`config.mk`:
```
export PLATFORM = sky130hd
export DESIGN_NAME = two_ended_arena_allocator_flat
export DESIGN_NICKNAME = d
export VERILOG_FILES = /design/src/rtl/core/teaa_pkg.sv /design/src/rtl/core/teaa_req_if.sv /design/src/rtl/core/teaa_rsp_if.sv /design/src/rtl/core/two_ended_arena_allocator.sv /design/src/flat_wrapper.sv
export SDC_FILE = /design/constraint.sdc
export NUM_CORES = 1
export LEC_CHECK = 0
export BUFFER_PORTS_ARGS = -buffer_cell sky130_fd_sc_hd__clkbuf_2
export CAP_MARGIN = 20
export CORE_UTILIZATION = 45
export CTS_CLUSTER_DIAMETER = 150
export DETAILED_ROUTE_END_ITERATION = 7
export PLACE_DENSITY = 0.65
export SLEW_MARGIN = 20
export SYNTH_ARGS = -nofsm -noshare
export SYNTH_HDL_FRONTEND = slang
export SYNTH_SLANG_ARGS = --single-unit
export TNS_END_PERCENT = 50
```
`constraint.sdc`:
```
create_clock -name clock -period 7.3 [get_ports clock]
set_clock_uncertainty 0.2 [all_clocks]
set_input_delay 0 -clock clock [delete_from_list [all_inputs] [get_ports clock]]
set_output_delay 0 -clock clock [all_outputs]
set_load 0.05 [all_outputs]
```
`src/rtl/core/teaa_pkg.sv`:
```
// ----------------------------------------------------------------------------
// teaa_pkg
// Shared types and constants of the two-ended arena allocator.
// ----------------------------------------------------------------------------
package teaa_pkg;

   localparam int unsigned ARENA_SIZE_DEFAULT = 6291456;

   localparam int unsigned ADDR_W   = 32;
   localparam int unsigned ID_W     = 4;
   localparam int unsigned CMD_W    = 3;
   localparam int unsigned STATUS_W = 2;
   localparam int unsigned CSR_IDX_W = 1;

   // register map
   localparam logic [CSR_IDX_W-1:0] CSR_ARENA_BASE    = 1'd0;
   localparam logic [CSR_IDX_W-1:0] CSR_MAIN_ARENA_ID = 1'd1;

   typedef enum logic [CMD_W-1:0] {
      CMD_INIT       = 3'd0,
      CMD_ALLOC_LOW  = 3'd1,
      CMD_ALLOC_HIGH = 3'd2,
      CMD_SET_LOW    = 3'd3,
      CMD_SET_HIGH   = 3'd4,
      CMD_GET_LOW    = 3'd5,
      CMD_GET_HIGH   = 3'd6
   } cmd_type;

   typedef enum logic [STATUS_W-1:0] {
      ST_OK    = 2'd0,
      ST_NOMEM = 2'd1,
      ST_BAD   = 2'd2,
      ST_RANGE = 2'd3
   } status_type;

endpackage

```
`src/rtl/core/teaa_req_if.sv`:
```
// ----------------------------------------------------------------------------
// teaa_req_if
// Request channel of the arena allocator: valid/ready plus command fields.
// ----------------------------------------------------------------------------
interface teaa_req_if
   import teaa_pkg::*;
   ();
   logic                valid;
   logic                ready;
   logic [CMD_W-1:0]    command;
   logic [ID_W-1:0]     arena_id;
   logic [ADDR_W-1:0]   request_size;
   logic [ADDR_W-1:0]   alignment;
   logic [ADDR_W-1:0]   new_pointer;

   modport source (output valid, command, arena_id, request_size, alignment,
                   new_pointer, input ready);
   modport sink   (input valid, command, arena_id, request_size, alignment,
                   new_pointer, output ready);
endinterface

```
`src/rtl/core/teaa_rsp_if.sv`:
```
// ----------------------------------------------------------------------------
// teaa_rsp_if
// Response channel of the arena allocator: valid/ready plus address, status.
// ----------------------------------------------------------------------------
interface teaa_rsp_if
   import teaa_pkg::*;
   ();
   logic                valid;
   logic                ready;
   logic [ADDR_W-1:0]   address;
   logic [STATUS_W-1:0] status;

   modport source (output valid, address, status, input ready);
   modport sink   (input valid, address, status, output ready);
endinterface

```
`src/rtl/core/two_ended_arena_allocator.sv`:
```
// ----------------------------------------------------------------------------
// two_ended_arena_allocator
// Double-ended bump allocator over one fixed arena, one request per cycle unless the response is stalled.
// ----------------------------------------------------------------------------
// The block keeps a low and a high pointer into one arena of ARENA_SIZE bytes
// starting at csr register arena_base, and serves init, allocate-from-low,
// allocate-from-high, set-low, set-high and get-bound requests. Every request
// gives exactly one response. A request is taken on req_bus when valid and
// ready are high; it sits in the input register, where the pointer update
// and the response are worked out, and the response is then held in the
// output register until rsp_bus.ready. Throughput is one request per clock
// while rsp_bus.ready stays high. Both stages move together, so a new request
// is taken into an empty input register while a finished response waits, and
// back-to-back requests see each other's pointer updates.
// An error (status not ok) returns address 0 and leaves the pointers alone.
// The csr registers (index 0 arena_base, index 1 main_arena_id) are written
// with csr_wr_en and may only change while no request is in flight.
// ----------------------------------------------------------------------------
module two_ended_arena_allocator
   import teaa_pkg::*;
#(
   parameter int unsigned ARENA_SIZE = ARENA_SIZE_DEFAULT
) (
   input  logic                 clock,
   input  logic                 reset,
   teaa_req_if.sink             req_bus,
   teaa_rsp_if.source           rsp_bus,
   input  logic                 csr_wr_en,
   input  logic [CSR_IDX_W-1:0] csr_index,
   input  logic [ADDR_W-1:0]    csr_wdata
);

   localparam logic [ADDR_W:0] SIZE_WIDE = (ADDR_W+1)'(ARENA_SIZE);

   // csr registers
   logic [ADDR_W-1:0] base_ff;
   logic [ID_W-1:0]   main_id_ff;

   // allocator state
   logic [ADDR_W-1:0] low_ff,  low_in;
   logic [ADDR_W-1:0] high_ff, high_in;

   // input register; alignment is pre-decoded to a mask and a legality bit
   logic              in_vld_ff;
   logic [CMD_W-1:0]  cmd_ff;
   logic [ID_W-1:0]   id_ff;
   logic [ADDR_W-1:0] size_ff;
   logic [ADDR_W-1:0] mask_ff;
   logic              align_ok_ff;
   logic [ADDR_W-1:0] ptr_ff;

   // output register
   logic                rsp_vld_ff, rsp_vld_in;
   logic [ADDR_W-1:0]   addr_ff,   addr_in;
   status_type          status_ff, status_in;

   logic              advance;
   logic              take;
   logic [ADDR_W-1:0] req_mask;

   // arena bounds
   logic [ADDR_W:0]   end_wide;
   logic [ADDR_W-1:0] end_sat;
   logic              id_ok;

   // alloc low datapath
   logic [ADDR_W:0]   lo_round;
   logic [ADDR_W:0]   lo_start;
   logic [ADDR_W+1:0] lo_end;

   // alloc high datapath
   logic              hi_inverted;
   logic [ADDR_W-1:0] hi_room;
   logic [ADDR_W-1:0] hi_start;

   // handshake: both stages step together
   assign advance       = in_vld_ff && (!rsp_vld_ff || rsp_bus.ready);
   assign req_bus.ready = !in_vld_ff || advance;
   assign take          = req_bus.valid && req_bus.ready;
   assign req_mask      = req_bus.alignment - ADDR_W'(1);

   assign rsp_bus.valid   = rsp_vld_ff;
   assign rsp_bus.address = addr_ff;
   assign rsp_bus.status  = status_ff;

   assign end_wide = {1'b0, base_ff} + SIZE_WIDE;
   assign end_sat  = end_wide[ADDR_W] ? '1 : end_wide[ADDR_W-1:0];
   assign id_ok    = (id_ff == main_id_ff);

   // round low up, then check the block end against high (one bit of headroom)
   assign lo_round = {1'b0, low_ff} + {1'b0, mask_ff};
   assign lo_start = lo_round & {1'b1, ~mask_ff};
   assign lo_end   = {1'b0, lo_start} + {2'b00, size_ff};

   assign hi_inverted = (high_ff < low_ff);
   assign hi_room     = high_ff - low_ff;
   assign hi_start    = (high_ff - size_ff) & ~mask_ff;

   always_comb begin
      low_in    = low_ff;
      high_in   = high_ff;
      addr_in   = '0;
      status_in = ST_OK;
      case (cmd_type'(cmd_ff))
         CMD_INIT: begin
            low_in  = base_ff;
            high_in = end_sat;
         end
         CMD_ALLOC_LOW: begin
            if (!id_ok || !align_ok_ff) begin
               status_in = ST_BAD;
            end else if (lo_end > {2'b00, high_ff}) begin
               status_in = ST_NOMEM;
            end else begin
               low_in  = lo_end[ADDR_W-1:0];
               addr_in = lo_start[ADDR_W-1:0];
            end
         end
         CMD_ALLOC_HIGH: begin
            if (!id_ok || !align_ok_ff) begin
               status_in = ST_BAD;
            end else if (hi_inverted || size_ff > hi_room) begin
               status_in = ST_NOMEM;
            end else if (hi_start < low_ff) begin
               status_in = ST_NOMEM;
            end else begin
               high_in = hi_start;
               addr_in = hi_start;
            end
         end
         CMD_SET_LOW: begin
            if (!id_ok) begin
               status_in = ST_BAD;
            end else if (ptr_ff < base_ff || ptr_ff > high_ff) begin
               status_in = ST_RANGE;
            end else begin
               low_in = ptr_ff;
            end
         end
         CMD_SET_HIGH: begin
            if (!id_ok) begin
               status_in = ST_BAD;
            end else if (ptr_ff < low_ff || {1'b0, ptr_ff} > end_wide) begin
               status_in = ST_RANGE;
            end else begin
               high_in = ptr_ff;
            end
         end
         CMD_GET_LOW: begin
            if (!id_ok) status_in = ST_BAD;
            else        addr_in   = base_ff;
         end
         CMD_GET_HIGH: begin
            if (!id_ok) status_in = ST_BAD;
            else        addr_in   = end_sat;
         end
         default: begin
            status_in = ST_BAD;
         end
      endcase
   end

   assign rsp_vld_in = advance || (rsp_vld_ff && !rsp_bus.ready);

   // control state and csr registers
   always_ff @(posedge clock) begin
      if (reset) begin
         in_vld_ff  <= 1'b0;
         rsp_vld_ff <= 1'b0;
         low_ff     <= '0;
         high_ff    <= '0;
         base_ff    <= '0;
         main_id_ff <= '0;
      end else begin
         if (req_bus.ready) in_vld_ff <= req_bus.valid;
         rsp_vld_ff <= rsp_vld_in;
         if (advance) begin
            low_ff  <= low_in;
            high_ff <= high_in;
         end
         if (csr_wr_en) begin
            case (csr_index)
               CSR_ARENA_BASE:    base_ff    <= csr_wdata;
               CSR_MAIN_ARENA_ID: main_id_ff <= csr_wdata[ID_W-1:0];
               default: ;
            endcase
         end
      end
   end

   // payload registers
   always_ff @(posedge clock) begin
      if (take) begin
         cmd_ff      <= req_bus.command;
         id_ff       <= req_bus.arena_id;
         size_ff     <= req_bus.request_size;
         mask_ff     <= req_mask;
         align_ok_ff <= (req_bus.alignment != '0) &&
                        ((req_bus.alignment & req_mask) == '0);
         ptr_ff      <= req_bus.new_pointer;
      end
      if (advance) begin
         addr_ff   <= addr_in;
         status_ff <= status_in;
      end
   end

   // errors never carry an address
   a_err_zero_addr: assert property (@(posedge clock) disable iff (reset)
      rsp_vld_ff && (status_ff != ST_OK) |-> (addr_ff == '0))
      else $error("error response with nonzero address");

   // pointers only move when a request is retired
   a_ptr_hold: assert property (@(posedge clock) disable iff (reset)
      !advance |=> ($stable(low_ff) && $stable(high_ff)))
      else $error("pointer changed without a retiring request");

   // a granted low allocation never moves low backward
   a_low_grows: assert property (@(posedge clock) disable iff (reset)
      advance && (cmd_ff == CMD_ALLOC_LOW) && (status_in == ST_OK)
      |=> (low_ff >= $past(low_ff)))
      else $error("low pointer moved backward on alloc");

   // a granted high allocation never raises high
   a_high_drops: assert property (@(posedge clock) disable iff (reset)
      advance && (cmd_ff == CMD_ALLOC_HIGH) && (status_in == ST_OK)
      |=> (high_ff <= $past(high_ff)))
      else $error("high pointer moved up on alloc");

   // reset empties both stages
   a_reset_empty: assert property (@(posedge clock)
      reset |=> (!in_vld_ff && !rsp_vld_ff))
      else $error("pipeline not empty after reset");

endmodule
```
`src/flat_wrapper.sv`:
```
// flat-port wrapper written by rule: the top's interface ports become plain ports
module two_ended_arena_allocator_flat import teaa_pkg::*;
#(
   parameter int unsigned ARENA_SIZE = ARENA_SIZE_DEFAULT
)
  (clock, reset, csr_wr_en, csr_index, csr_wdata, req_bus_valid, req_bus_command, req_bus_arena_id, req_bus_request_size, req_bus_alignment, req_bus_new_pointer, req_bus_ready, rsp_bus_valid, rsp_bus_address, rsp_bus_status, rsp_bus_ready);
  teaa_req_if req_bus_i ();
  teaa_rsp_if rsp_bus_i ();
  input  logic clock;
  input  logic reset;
  input  logic csr_wr_en;
  input  logic [CSR_IDX_W-1:0] csr_index;
  input  logic [ADDR_W-1:0] csr_wdata;
  input wire logic [$bits(req_bus_i.valid)-1:0] req_bus_valid;
  input wire logic [$bits(req_bus_i.command)-1:0] req_bus_command;
  input wire logic [$bits(req_bus_i.arena_id)-1:0] req_bus_arena_id;
  input wire logic [$bits(req_bus_i.request_size)-1:0] req_bus_request_size;
  input wire logic [$bits(req_bus_i.alignment)-1:0] req_bus_alignment;
  input wire logic [$bits(req_bus_i.new_pointer)-1:0] req_bus_new_pointer;
  output wire logic [$bits(req_bus_i.ready)-1:0] req_bus_ready;
  output wire logic [$bits(rsp_bus_i.valid)-1:0] rsp_bus_valid;
  output wire logic [$bits(rsp_bus_i.address)-1:0] rsp_bus_address;
  output wire logic [$bits(rsp_bus_i.status)-1:0] rsp_bus_status;
  input wire logic [$bits(rsp_bus_i.ready)-1:0] rsp_bus_ready;
  assign req_bus_i.valid = req_bus_valid;
  assign req_bus_i.command = req_bus_command;
  assign req_bus_i.arena_id = req_bus_arena_id;
  assign req_bus_i.request_size = req_bus_request_size;
  assign req_bus_i.alignment = req_bus_alignment;
  assign req_bus_i.new_pointer = req_bus_new_pointer;
  assign req_bus_ready = req_bus_i.ready;
  assign rsp_bus_valid = rsp_bus_i.valid;
  assign rsp_bus_address = rsp_bus_i.address;
  assign rsp_bus_status = rsp_bus_i.status;
  assign rsp_bus_i.ready = rsp_bus_ready;
  two_ended_arena_allocator #(.ARENA_SIZE(ARENA_SIZE)) u_core (.clock(clock), .reset(reset), .req_bus(req_bus_i), .rsp_bus(rsp_bus_i), .csr_wr_en(csr_wr_en), .csr_index(csr_index), .csr_wdata(csr_wdata));
endmodule
```
After elaboration in Yosys (flattened, before gate mapping)
Index checks and enable logic that the tools add are counted.
- $add $sub $neg: 6
- magnitude comparators: 8
- equality and inequality tests: 16
- multiplexer cells: 31
- bitwise operators: 5
- reductions and logical operators: 26
- operators with widths (operator ; count):
    32-bit 2-to-1 mux ; 17
    32-bit one-hot mux with 3 select lines ; 2
    32-bit < comparator ; 4
    32-bit one-hot mux with 4 select lines ; 1
    32-bit AND ; 2
    32-bit greater-than comparator ; 2
    32-bit subtractor ; 2
    33-bit by 32-bit adder with 34-bit output ; 1
    34-bit by 32-bit greater-than comparator with 1-bit output ; 1
    32-bit by 23-bit adder with 33-bit output, second input constant ; 1
    32-bit by 32-bit adder with 33-bit output ; 1
    33-bit AND ; 1
    32-bit by 33-bit greater-than comparator with 1-bit output ; 1
    32-bit logical NOT ; 1
    32-bit NOT ; 1
    32-bit nonzero test ; 1
    32-bit by 1-bit subtractor with 32-bit output, second input constant ; 1
    2-bit 2-to-1 mux ; 8
    2-bit != test, second input constant ; 7
    2-bit one-hot mux with 6 select lines ; 1
    3-bit == test, second input constant ; 3
    1-bit logical OR ; 7
    7-bit AND reduction ; 1
    3-bit by 2-bit == test with 1-bit output, second input constant ; 2
    12 further kinds ; 23
- register bits: 240
- bits of input ports: 141
- output and inout bits: 36
- logic and storage cells: 106

Longest topological paths before layout
Gate-level depths: netlist of the first run.
- depth after elaboration: 7
- gate-level depth with buffers: 35
- gate-level depth less buffers: 33

Least setup slack after synthesis of the first run
Ideal clock, no wire load.
- path kind: register to register
- start: reg u_core.mask_ff[1]
- end: reg u_core.low_ff[5]
- setup time: 0.128 ns
- arrival time: 6.554 ns
- slack: 0.418 ns
- cell stages (with the launch flop): 34
- buffers on the path: 2
- period minus slack after synthesis: 6.882 ns
- path through: edfxtp_1 -> inv_1 -> fa_1 -> nand2b_1 -> a21oi_1 -> o21a_1 -> nor2_1 -> nor2b_1 -> o21a_1 -> nor3_1 -> a2111oi_0 -> ha_1 -> a21oi_1 -> o21ai_1 -> maj3_2 -> a31o_2 -> a221o_1 -> a221oi_2 -> o31ai_1 -> a31oi_1 -> nor3_1 -> xnor2_1 -> ha_1 -> a21o_1 -> a21o_1 -> a2111oi_0 -> o211ai_1 -> o211ai_1 -> nand3b_1 -> a31oi_1 -> buf_4 -> buf_12 -> mux2i_1 -> nor2_1
- cells in the longest elaborated chain, start to end: 6
- elaborated cells on any way between the ends: 10
- RTL lines (element ; RTL line ; text):
    start, declared ; two_ended_arena_allocator.sv:48 ; logic [ADDR_W-1:0] mask_ff;
    start signal, assigned ; two_ended_arena_allocator.sv:197 ; mask_ff <= req_mask;
    32-bit by 32-bit adder with 33-bit output / 32-bit NOT (equally long branches) ; two_ended_arena_allocator.sv:91, two_ended_arena_allocator.sv:92 ;
    33-bit AND (*) ; two_ended_arena_allocator.sv:92 ; assign lo_start = lo_round & {1'b1, ~mask_ff};
    33-bit by 32-bit adder with 34-bit output (*) ; two_ended_arena_allocator.sv:93 ; assign lo_end = {1'b0, lo_start} + {2'b00, size_ff};
    34-bit by 32-bit greater-than comparator with 1-bit output / 32-bit 2-to-1 mux (equally long branches) ; two_ended_arena_allocator.sv:112 ; end else if (lo_end > {2'b00, high_ff}) begin
    2-bit != test (no source line) / 32-bit 2-to-1 mux (equally long branches) ; -- ;
    6-bit AND reduction (no source line) / 32-bit one-hot mux with 3 select lines (equally long branches) ; -- ;
    end signal, assigned ; two_ended_arena_allocator.sv:178 ; low_ff <= low_in;
    end, declared ; two_ended_arena_allocator.sv:40 ; logic [ADDR_W-1:0] low_ff, low_in;
Every way passes the cells marked *; elsewhere a longest branch is shown, timed or not. The select of a mux whose other input is x is not followed.
A chain may end at the register's enable or synchronous reset.

Worst setup path after layout of the first run
- start: reg u_core.mask_ff[1]
- end: reg u_core.addr_ff[24] (netlist: u_core.rsp_bus.address[24]), data pin
- cells in the longest elaborated chain, start to end: 7
- elaborated cells on any way between the ends: 13
- RTL lines (element ; RTL line ; text):
    32-bit by 32-bit adder with 33-bit output / 32-bit NOT (equally long branches) ; two_ended_arena_allocator.sv:91, two_ended_arena_allocator.sv:92, two_ended_arena_allocator.sv:97 ;
    33-bit AND / 32-bit AND (equally long branches) ; two_ended_arena_allocator.sv:92, two_ended_arena_allocator.sv:97 ;
    33-bit by 32-bit adder with 34-bit output / 32-bit < comparator (equally long branches) ; two_ended_arena_allocator.sv:93, two_ended_arena_allocator.sv:124 ;
    34-bit by 32-bit greater-than comparator with 1-bit output / 32-bit 2-to-1 mux (equally long branches) ; two_ended_arena_allocator.sv:112, two_ended_arena_allocator.sv:124 ;
    32-bit 2-to-1 mux, on equally long branches ; two_ended_arena_allocator.sv:112, two_ended_arena_allocator.sv:122 ;
    32-bit 2-to-1 mux, on equally long branches ; two_ended_arena_allocator.sv:110, two_ended_arena_allocator.sv:120 ;
    32-bit one-hot mux with 4 select lines (*) ; two_ended_arena_allocator.sv:104 ; case (cmd_type'(cmd_ff))
    via u_core.addr_in[24] ; two_ended_arena_allocator.sv:54 ; logic [ADDR_W-1:0] addr_ff, addr_in;
    end signal, assigned ; two_ended_arena_allocator.sv:203 ; addr_ff <= addr_in;
    end, declared ; two_ended_arena_allocator.sv:54 ;
Mark *: on every way through the listed nets, which the timed path passes. The rest lies on a longest branch.

==> flow_summary_export.csv, run 1 <==
group,metric,value,unit
floorplan,dieHeight,225,µm
finish,multiInputGateArea,15700,µm²
setup_path,cp_num_buf_inv,5,
logic_synthesis,synthArstFlopShare,0,%
placement,gp_congestion,0.987,
finish,final_cell_mix,"344 x ha_1, 310 x dlygate4sd3_1, 222 x inv_1, 220 x nand2_1, 210 x nor2_1",
setup_path,cp_top_family,"compound AO/OA/AOI/OAI gates",
sta,finalMaxSlewViolations,0,
drt,dr.pass1.iters,7,
floorplan,io_pins,177,
sta,fmax,0.133,GHz
finish,ff_latch_area,6190,µm²
sta,setup_viol,64,
outcome,violations,"setup timing",
logic_synthesis,syn_avg_cell_area,8.44,µm²
placement,placedCellCount,3570,
logic_synthesis,netlist_instances,2644,
global_route,antenna_found_initial,4,
setup_path,start_kind,"flop",
finish,finalNetCount,3789,
setup_path,crit_path_frequent_cell,"a21o_1",
sta,period_needed,7.51,ns
sta,fin_crit_sh,103,%
clock_network,cts_tree,"built",
floorplan,die_width,225,µm
floorplan,core-area,49000,µm²
floorplan,start_util,45.6,%
logic_synthesis,ys_seq_elements,240,
clock_network,clock-root-buffer,"clkbuf_16",
drt,wl_per_cell,24.1,µm
power_and_ir_drop,power.leakage,13.3,nW
global_route,grt_start_max_net_pins,88,
clock_network,clockBufferDepth,3,
sta,setup_ws,-0.214,ns
power_and_ir_drop,ir_worst_vdd,0.000186,V
clock_network,numCtsBuffers,30,
finish,drive_above_1_share,17.6,%
clock_network,cts_max_level,1,
global_route,grt_use_total,36.4,%
run,max-cap-violations,0,
placement,dp_hpwl,68.7,mm
sta,worst_slew_pin_slew,1.16,ns
sta,finalHoldViolCount,0,
drt,first_iter_violations,2619,
logic_synthesis,syn_area,22300,µm²
global_route,overflow,0,
drt,vias,24400,
logic_synthesis,yosysSeqAreaShare,27.7,%
finish,layout_commonest_cell,"ha_1",
logic_synthesis,synth_flop_cell,"edfxtp_1",
setup_path,worstSetupPathType,"reg2reg",
finish,finish.utilization,61.9,%
finish,nFillCells,4151,
sta,rsz0062_at_grt,"true",
outcome,status,"finished with violations",
clock_network,clk_latency,0.64,ns
setup_path,worst-path-max-fanout,7,
drt,wl,96.1,mm
floorplan,die-area,50500,µm²
finish,area_growth_syn_to_layout,35.8,%
worst_hold_path,min_path_type,"in2reg",
placement,place_ws,-0.455,ns
global_route,grt_pass1_vias,23300,
logic_synthesis,syn-num-nets,3143,
logic_synthesis,yosysWarnings,0,
setup_path,end_kind,"flop",
placement,port_buffers,176,
setup_path,crit_arrival,7.78,ns
sta,relSlewSlack,22.5,%
placement,dpl-instance-area,25000,µm²
drt,drc,0,
finish,final_area,30300,µm²
logic_synthesis,ys_types,83,
drt,via_per_inst,6.12,
drt,ant_nets,0,
floorplan,rows,81,
logic_synthesis,synth-edff-count,138,
power_and_ir_drop,power_density,168,nW/µm²
setup_path,max_stage_delay,0.42,ns
sta,fin_setup_tns,-8.04,ns
finish,finalNonFillerCells,3982,
clock_network,cts.clk_slew.worst_paths,0.06,ns
global_route,grt_pass1_wl,139,mm
clock_network,cts_sinks,240,
setup_path,critical-path-slowest-cell,"edfxtp_1",
setup_path,cp.required,7.57,ns
[worst register-to-register path: cells and delay by family, from the launching register on]
| family | cells | cell delay, ns |
|---|---|---|
| buf+inv | 5 | 0.91 |
| simple gates | 5 | 0.67 |
| xor+xnor | 2 | 0.52 |
| compound gates | 17 | 3.50 |
| flops | 1 | 0.42 |
| fa+ha+maj | 4 | 1.15 |
[synthesized netlist by cell type (all sizes together) (4+ instances only)]
cell / n / area, µm²
dfxtp: 102 / 2040
a31oi: 24 / 150
a2111oi: 10 / 88.8
a311oi: 16 / 140
or3: 14 / 87.6
o221ai: 4 / 35.0
and3: 20 / 125
nor2b: 40 / 250
xnor2: 66 / 578
a211oi: 36 / 305
and2: 13 / 81.3
a41oi: 6 / 52.6
edfxtp: 138 / 4140
o41ai: 4 / 35.0
nand3: 71 / 355
nand2b: 41 / 257
o211a: 5 / 50.1
a22oi: 28 / 215
nor3: 46 / 235
a31o: 6 / 52.6
a221oi: 23 / 208
o21bai: 18 / 135
xor2: 49 / 429
nor2: 223 / 837
clkbuf: 64 / 241
nand4: 62 / 394
a21o: 106 / 796
o31ai: 20 / 150
o21a: 50 / 375
nor4: 21 / 138
inv: 225 / 845
and4: 6 / 52.6
or2: 12 / 75.1
o21ai: 133 / 669
mux2i: 28 / 280
nand2: 242 / 908
o211ai: 22 / 165
o2111ai: 7 / 67.6
ha: 354 / 4430
a211o: 8 / 70.1
buf: 15 / 103
or4: 13 / 97.6
a21oi: 200 / 1010
a221o: 13 / 130
fa: 4 / 80.1
[power breakdown]
part	total, mW	switching (mW)	leakage [nW]	internal [mW]
Clock	1.52	0.692	0.471	0.827
Combinational	1.96	1.08	10.6	0.877
Sequential	1.61	0.112	2.16	1.50
Total	5.09	1.88	13.3	3.21
[layer usage]
layer / share of wire (%) / vias to the layer above / wire length [µm] / global-route usage (%)
met5: 0.011 / - / 11 / 0
met4: 4.5 / 2 / 4300 / 13.8
met3: 10 / 271 / 9900 / 6.83
met2: 44 / 1419 / 42800 / 58.9
met1: 41 / 11600 / 39100 / 48.1
li1: - / 11100 / - / -
[final cells by class]
class                      count  share of cell area (%)
antenna                        4                  0.0330
clock buffer                  33                    2.52
clock inverter                23                   0.657
inverter                     225                    2.79
multi-input combinational   2100                    51.7
sequential                   240                    20.4
tap                          664                    2.74
timing repair buffer         693                    19.1
[repair_timing]
item	4_1_cts	5_1_grt
pin swaps	23	97
endpoints found under the setup margin	87	97
cloned	4	3
setup buffers	15	21
gates resized for setup	35	127
hold buffers	310	0
endpoints found under the hold margin	192	0
[final timing paths]
path                            slack [ns]                 start                          to  depth (start not counted)
worst max-delay path                 -0.21     u_core.mask_ff[1]  u_core.rsp_bus.address[24]                         33
worst min-delay path                  0.05         csr_wdata[12]          u_core.base_ff[12]                          4
worst max register to register       -0.21     u_core.mask_ff[1]  u_core.rsp_bus.address[24]                         33
worst min register to register        0.28  u_core.main_id_ff[0]        u_core.main_id_ff[0]                          2
[per-stage QoR]
step | hold slack (ns) | total power [mW]
finish | 0.0461 | 5.09
CTS | 0.00305 | 4.98
detailed placement | -0.0214 | 3.32
global route | 0.0538 | 5.29
global placement | -0.0224 | 3.29
floorplan | -0.101 | 2.70
[registers in the layout, summed over array words and instances, names as in the netlist]
name and cells:
u_core.id_ff 4, u_core.rsp_bus.address 32, u_core.rsp_bus.status 2, u_core.align_ok_ff 1
u_core.low_ff 32, u_core.mask_ff 32, u_core.main_id_ff 4, u_core.rsp_bus.valid 1
u_core.cmd_ff 3, u_core.ptr_ff 32, u_core.base_ff 32, u_core.in_vld_ff 1
u_core.high_ff 32, u_core.size_ff 32
[kinds of logic (layout without fill, tap and decap cells)]
logic type | count (synthesis) | after routing | share of synthesized area, %
compound gates | 761 | 761 | 22.9
xor+xnor | 115 | 115 | 4.52
fa+ha+maj | 360 | 360 | 20.3
buf+inv | 304 | 974 | 5.33
flops | 240 | 240 | 27.7
mux | 31 | 31 | 1.41
other cells | 0 | 4 | 0
simple gates | 833 | 833 | 17.8
No activity file was read; power rests on OpenSTA's default activity.
==> inputs of run 2 (changes only) <==
--- a/config.mk
+++ b/config.mk
@@ -7,10 +7,12 @@
 export LEC_CHECK = 0
 export BUFFER_PORTS_ARGS = -buffer_cell sky130_fd_sc_hd__clkbuf_2
 export CAP_MARGIN = 20
+export CORE_MARGIN = 1.5
 export CORE_UTILIZATION = 45
 export CTS_CLUSTER_DIAMETER = 150
 export DETAILED_ROUTE_END_ITERATION = 7
 export PLACE_DENSITY = 0.65
+export SETUP_SLACK_MARGIN = 0.15
 export SLEW_MARGIN = 20
 export SYNTH_ARGS = -nofsm -noshare
 export SYNTH_HDL_FRONTEND = slang
==> run 2 against run 1 <==
Net effect: the run still ends with setup timing left; die area grew 0.89%; via count is essentially flat; first-iteration DRC count shrank 4.4%; power grew 1.2%; sequential share of layout area shrank 0.059 points; cell count grew 0.90%; flip-flop and latch count is the same; clock power grew 3%; combinational power is essentially flat; critical endpoint is now u_core.low_ff[10]; largest power group unchanged.
==> flow_summary_export.csv, run 2 (synthesized netlist as in run 1, its figures left out) <==
group,metric,value,unit
outcome,status,"finished with violations",
outcome,violations,"setup timing",
finish,finalNetCount,3827,
floorplan,die-area,50900,µm²
sta,period_needed,7.37,ns
sta,finalHoldViolCount,0,
worst_hold_path,min_path_type,"in2reg",
power_and_ir_drop,ir_worst_vdd,0.000215,V
finish,layout_commonest_cell,"ha_1",
finish,finalNonFillerCells,4018,
finish,final_cell_mix,"347 x ha_1, 319 x dlygate4sd3_1, 239 x nand2_1, 224 x inv_1, 211 x nor2_1",
worst_hold_path,hold_start,"req_bus_alignment[0]",
floorplan,dieHeight,226,µm
drt,vias,24400,
global_route,grt_start_max_net_pins,57,
finish,drive_above_1_share,16.7,%
floorplan,start_util,45.6,%
drt,ant_nets,0,
clock_network,clockBufferDepth,3,
finish,area_growth_syn_to_layout,36.2,%
setup_path,cp.required,7.56,ns
setup_path,end_kind,"flop",
clock_network,clock-root-buffer,"clkbuf_16",
floorplan,die_width,226,µm
clock_network,clk_latency,0.63,ns
drt,first_iter_violations,2505,
drt,dr.pass1.iters,7,
global_route,antenna_found_initial,3,
sta,worst_slew_pin_slew,1.00,ns
setup_path,start_kind,"flop",
floorplan,io_pins,177,
drt,wl,95.4,mm
global_route,grt_pass1_vias,23800,
placement,gp_congestion,0.993,
sta,fin_setup_tns,-0.607,ns
drt,wl_per_cell,23.7,µm
power_and_ir_drop,power_density,170,nW/µm²
placement,port_buffers,176,
setup_path,crit_path_frequent_cell,"buf_4",
sta,setup_viol,21,
setup_path,max_stage_delay,0.40,ns
setup_path,r2r_start,"u_core.mask_ff[0]",
drt,via_per_inst,6.06,
setup_path,worstSetupPathType,"reg2reg",
clock_network,cts.clk_slew.worst_paths,0.06,ns
floorplan,core-area,49000,µm²
power_and_ir_drop,power.leakage,13.1,nW
global_route,grt_use_total,36.5,%
clock_network,cts_sinks,240,
placement,dp_hpwl,68.4,mm
sta,fmax,0.136,GHz
sta,setup_ws,-0.0680,ns
clock_network,numCtsBuffers,31,
drt,drc,0,
sta,rsz0062_at_grt,"true",
global_route,overflow,0,
setup_path,worst-path-max-fanout,5,
placement,placedCellCount,3601,
sta,finalMaxSlewViolations,0,
setup_path,crit_arrival,7.63,ns
run,max-cap-violations,0,
placement,place_ws,-0.445,ns
floorplan,rows,81,
global_route,grt_pass1_wl,141,mm
sta,fin_crit_sh,101,%
clock_network,cts_tree,"built",
setup_path,critical-path-slowest-cell,"fa_2",
sta,relSlewSlack,33.1,%
power_and_ir_drop,p_total,5.15,mW
setup_path,startpoint,"u_core.mask_ff[0]",
clock_network,cts_max_level,1,
run 2: layout make-up:
cell class | count | area (µm²)
tap | 664 | 831
sequential | 240 | 6190
clock inverter | 19 | 168
inverter | 225 | 845
fill | 4097 | 18600
antenna | 1 | 2.50
clock buffer | 39 | 826
timing repair buffer | 730 | 6170
multi-input combinational | 2100 | 15400
run 2: power by group:
group	internal (mW)	switching, mW	leakage [nW]
registers	1.50	0.109	2.16
logic	0.892	1.08	10.5
clock network	0.874	0.697	0.494
run 2: final timing paths:
| kind | end | slack, ns | depth (start not counted) |
|---|---|---|---|
| max reg2reg | u_core.low_ff[10] | -0.07 | 34 |
| max | u_core.low_ff[10] | -0.07 | 34 |
| min | u_core.mask_ff[0] | 0.08 | 3 |
| min reg2reg | u_core.main_id_ff[0] | 0.30 | 2 |
run 2: per-layer routing:
| metal | part of all wire [%] | up-vias | wire [µm] | global-route usage, % |
|---|---|---|---|---|
| met5 | 0 | - | 0 | 0 |
| met4 | 4.0 | 0 | 3860 | 12.7 |
| met3 | 10 | 244 | 9790 | 7.14 |
| met2 | 45 | 1393 | 42700 | 59.1 |
| met1 | 41 | 11600 | 39100 | 48.4 |
| li1 | - | 11100 | - | - |
run 2: worst max-delay path: cells and delay by family, from the launching register on:
| kind | cells | cell delay, ns |
|---|---|---|
| DFF | 1 | 0.37 |
| AOI/OAI and AO/OA | 15 | 2.98 |
| and+or+nand+nor | 7 | 0.78 |
| adders and majority gates | 4 | 1.31 |
| xor gates and xnor gates | 2 | 0.48 |
| buffers and inverters | 5 | 0.84 |
| muxes | 1 | 0.22 |
run 2: per-stage QoR:
| stage | cell area (µm²) | utilization (%) | hold slack, ns |
|---|---|---|---|
| 6_report | 30400 | 62.1 | 0.0755 |
| 2_1_floorplan | 22300 | - | -0.101 |
| 3_5_place_dp | 25300 | 51.6 | -0.0214 |
| 3_3_place_gp | 25300 | 51.6 | -0.0235 |
| 5_1_grt | 30400 | 62.1 | 0.0852 |
| 4_1_cts | 30000 | 61.3 | 0.00538 |
run 2: repair_timing:
| item | in CTS | in global routing |
|---|---|---|
| pin swaps | 30 | 28 |
| hold endpoints to repair | 214 | 0 |
| hold buffers | 321 | 0 |
| cloned | 5 | 4 |
| setup endpoints to repair | 88 | 97 |
| gates resized for setup | 40 | 50 |
| buffers inserted | 18 | 10 |
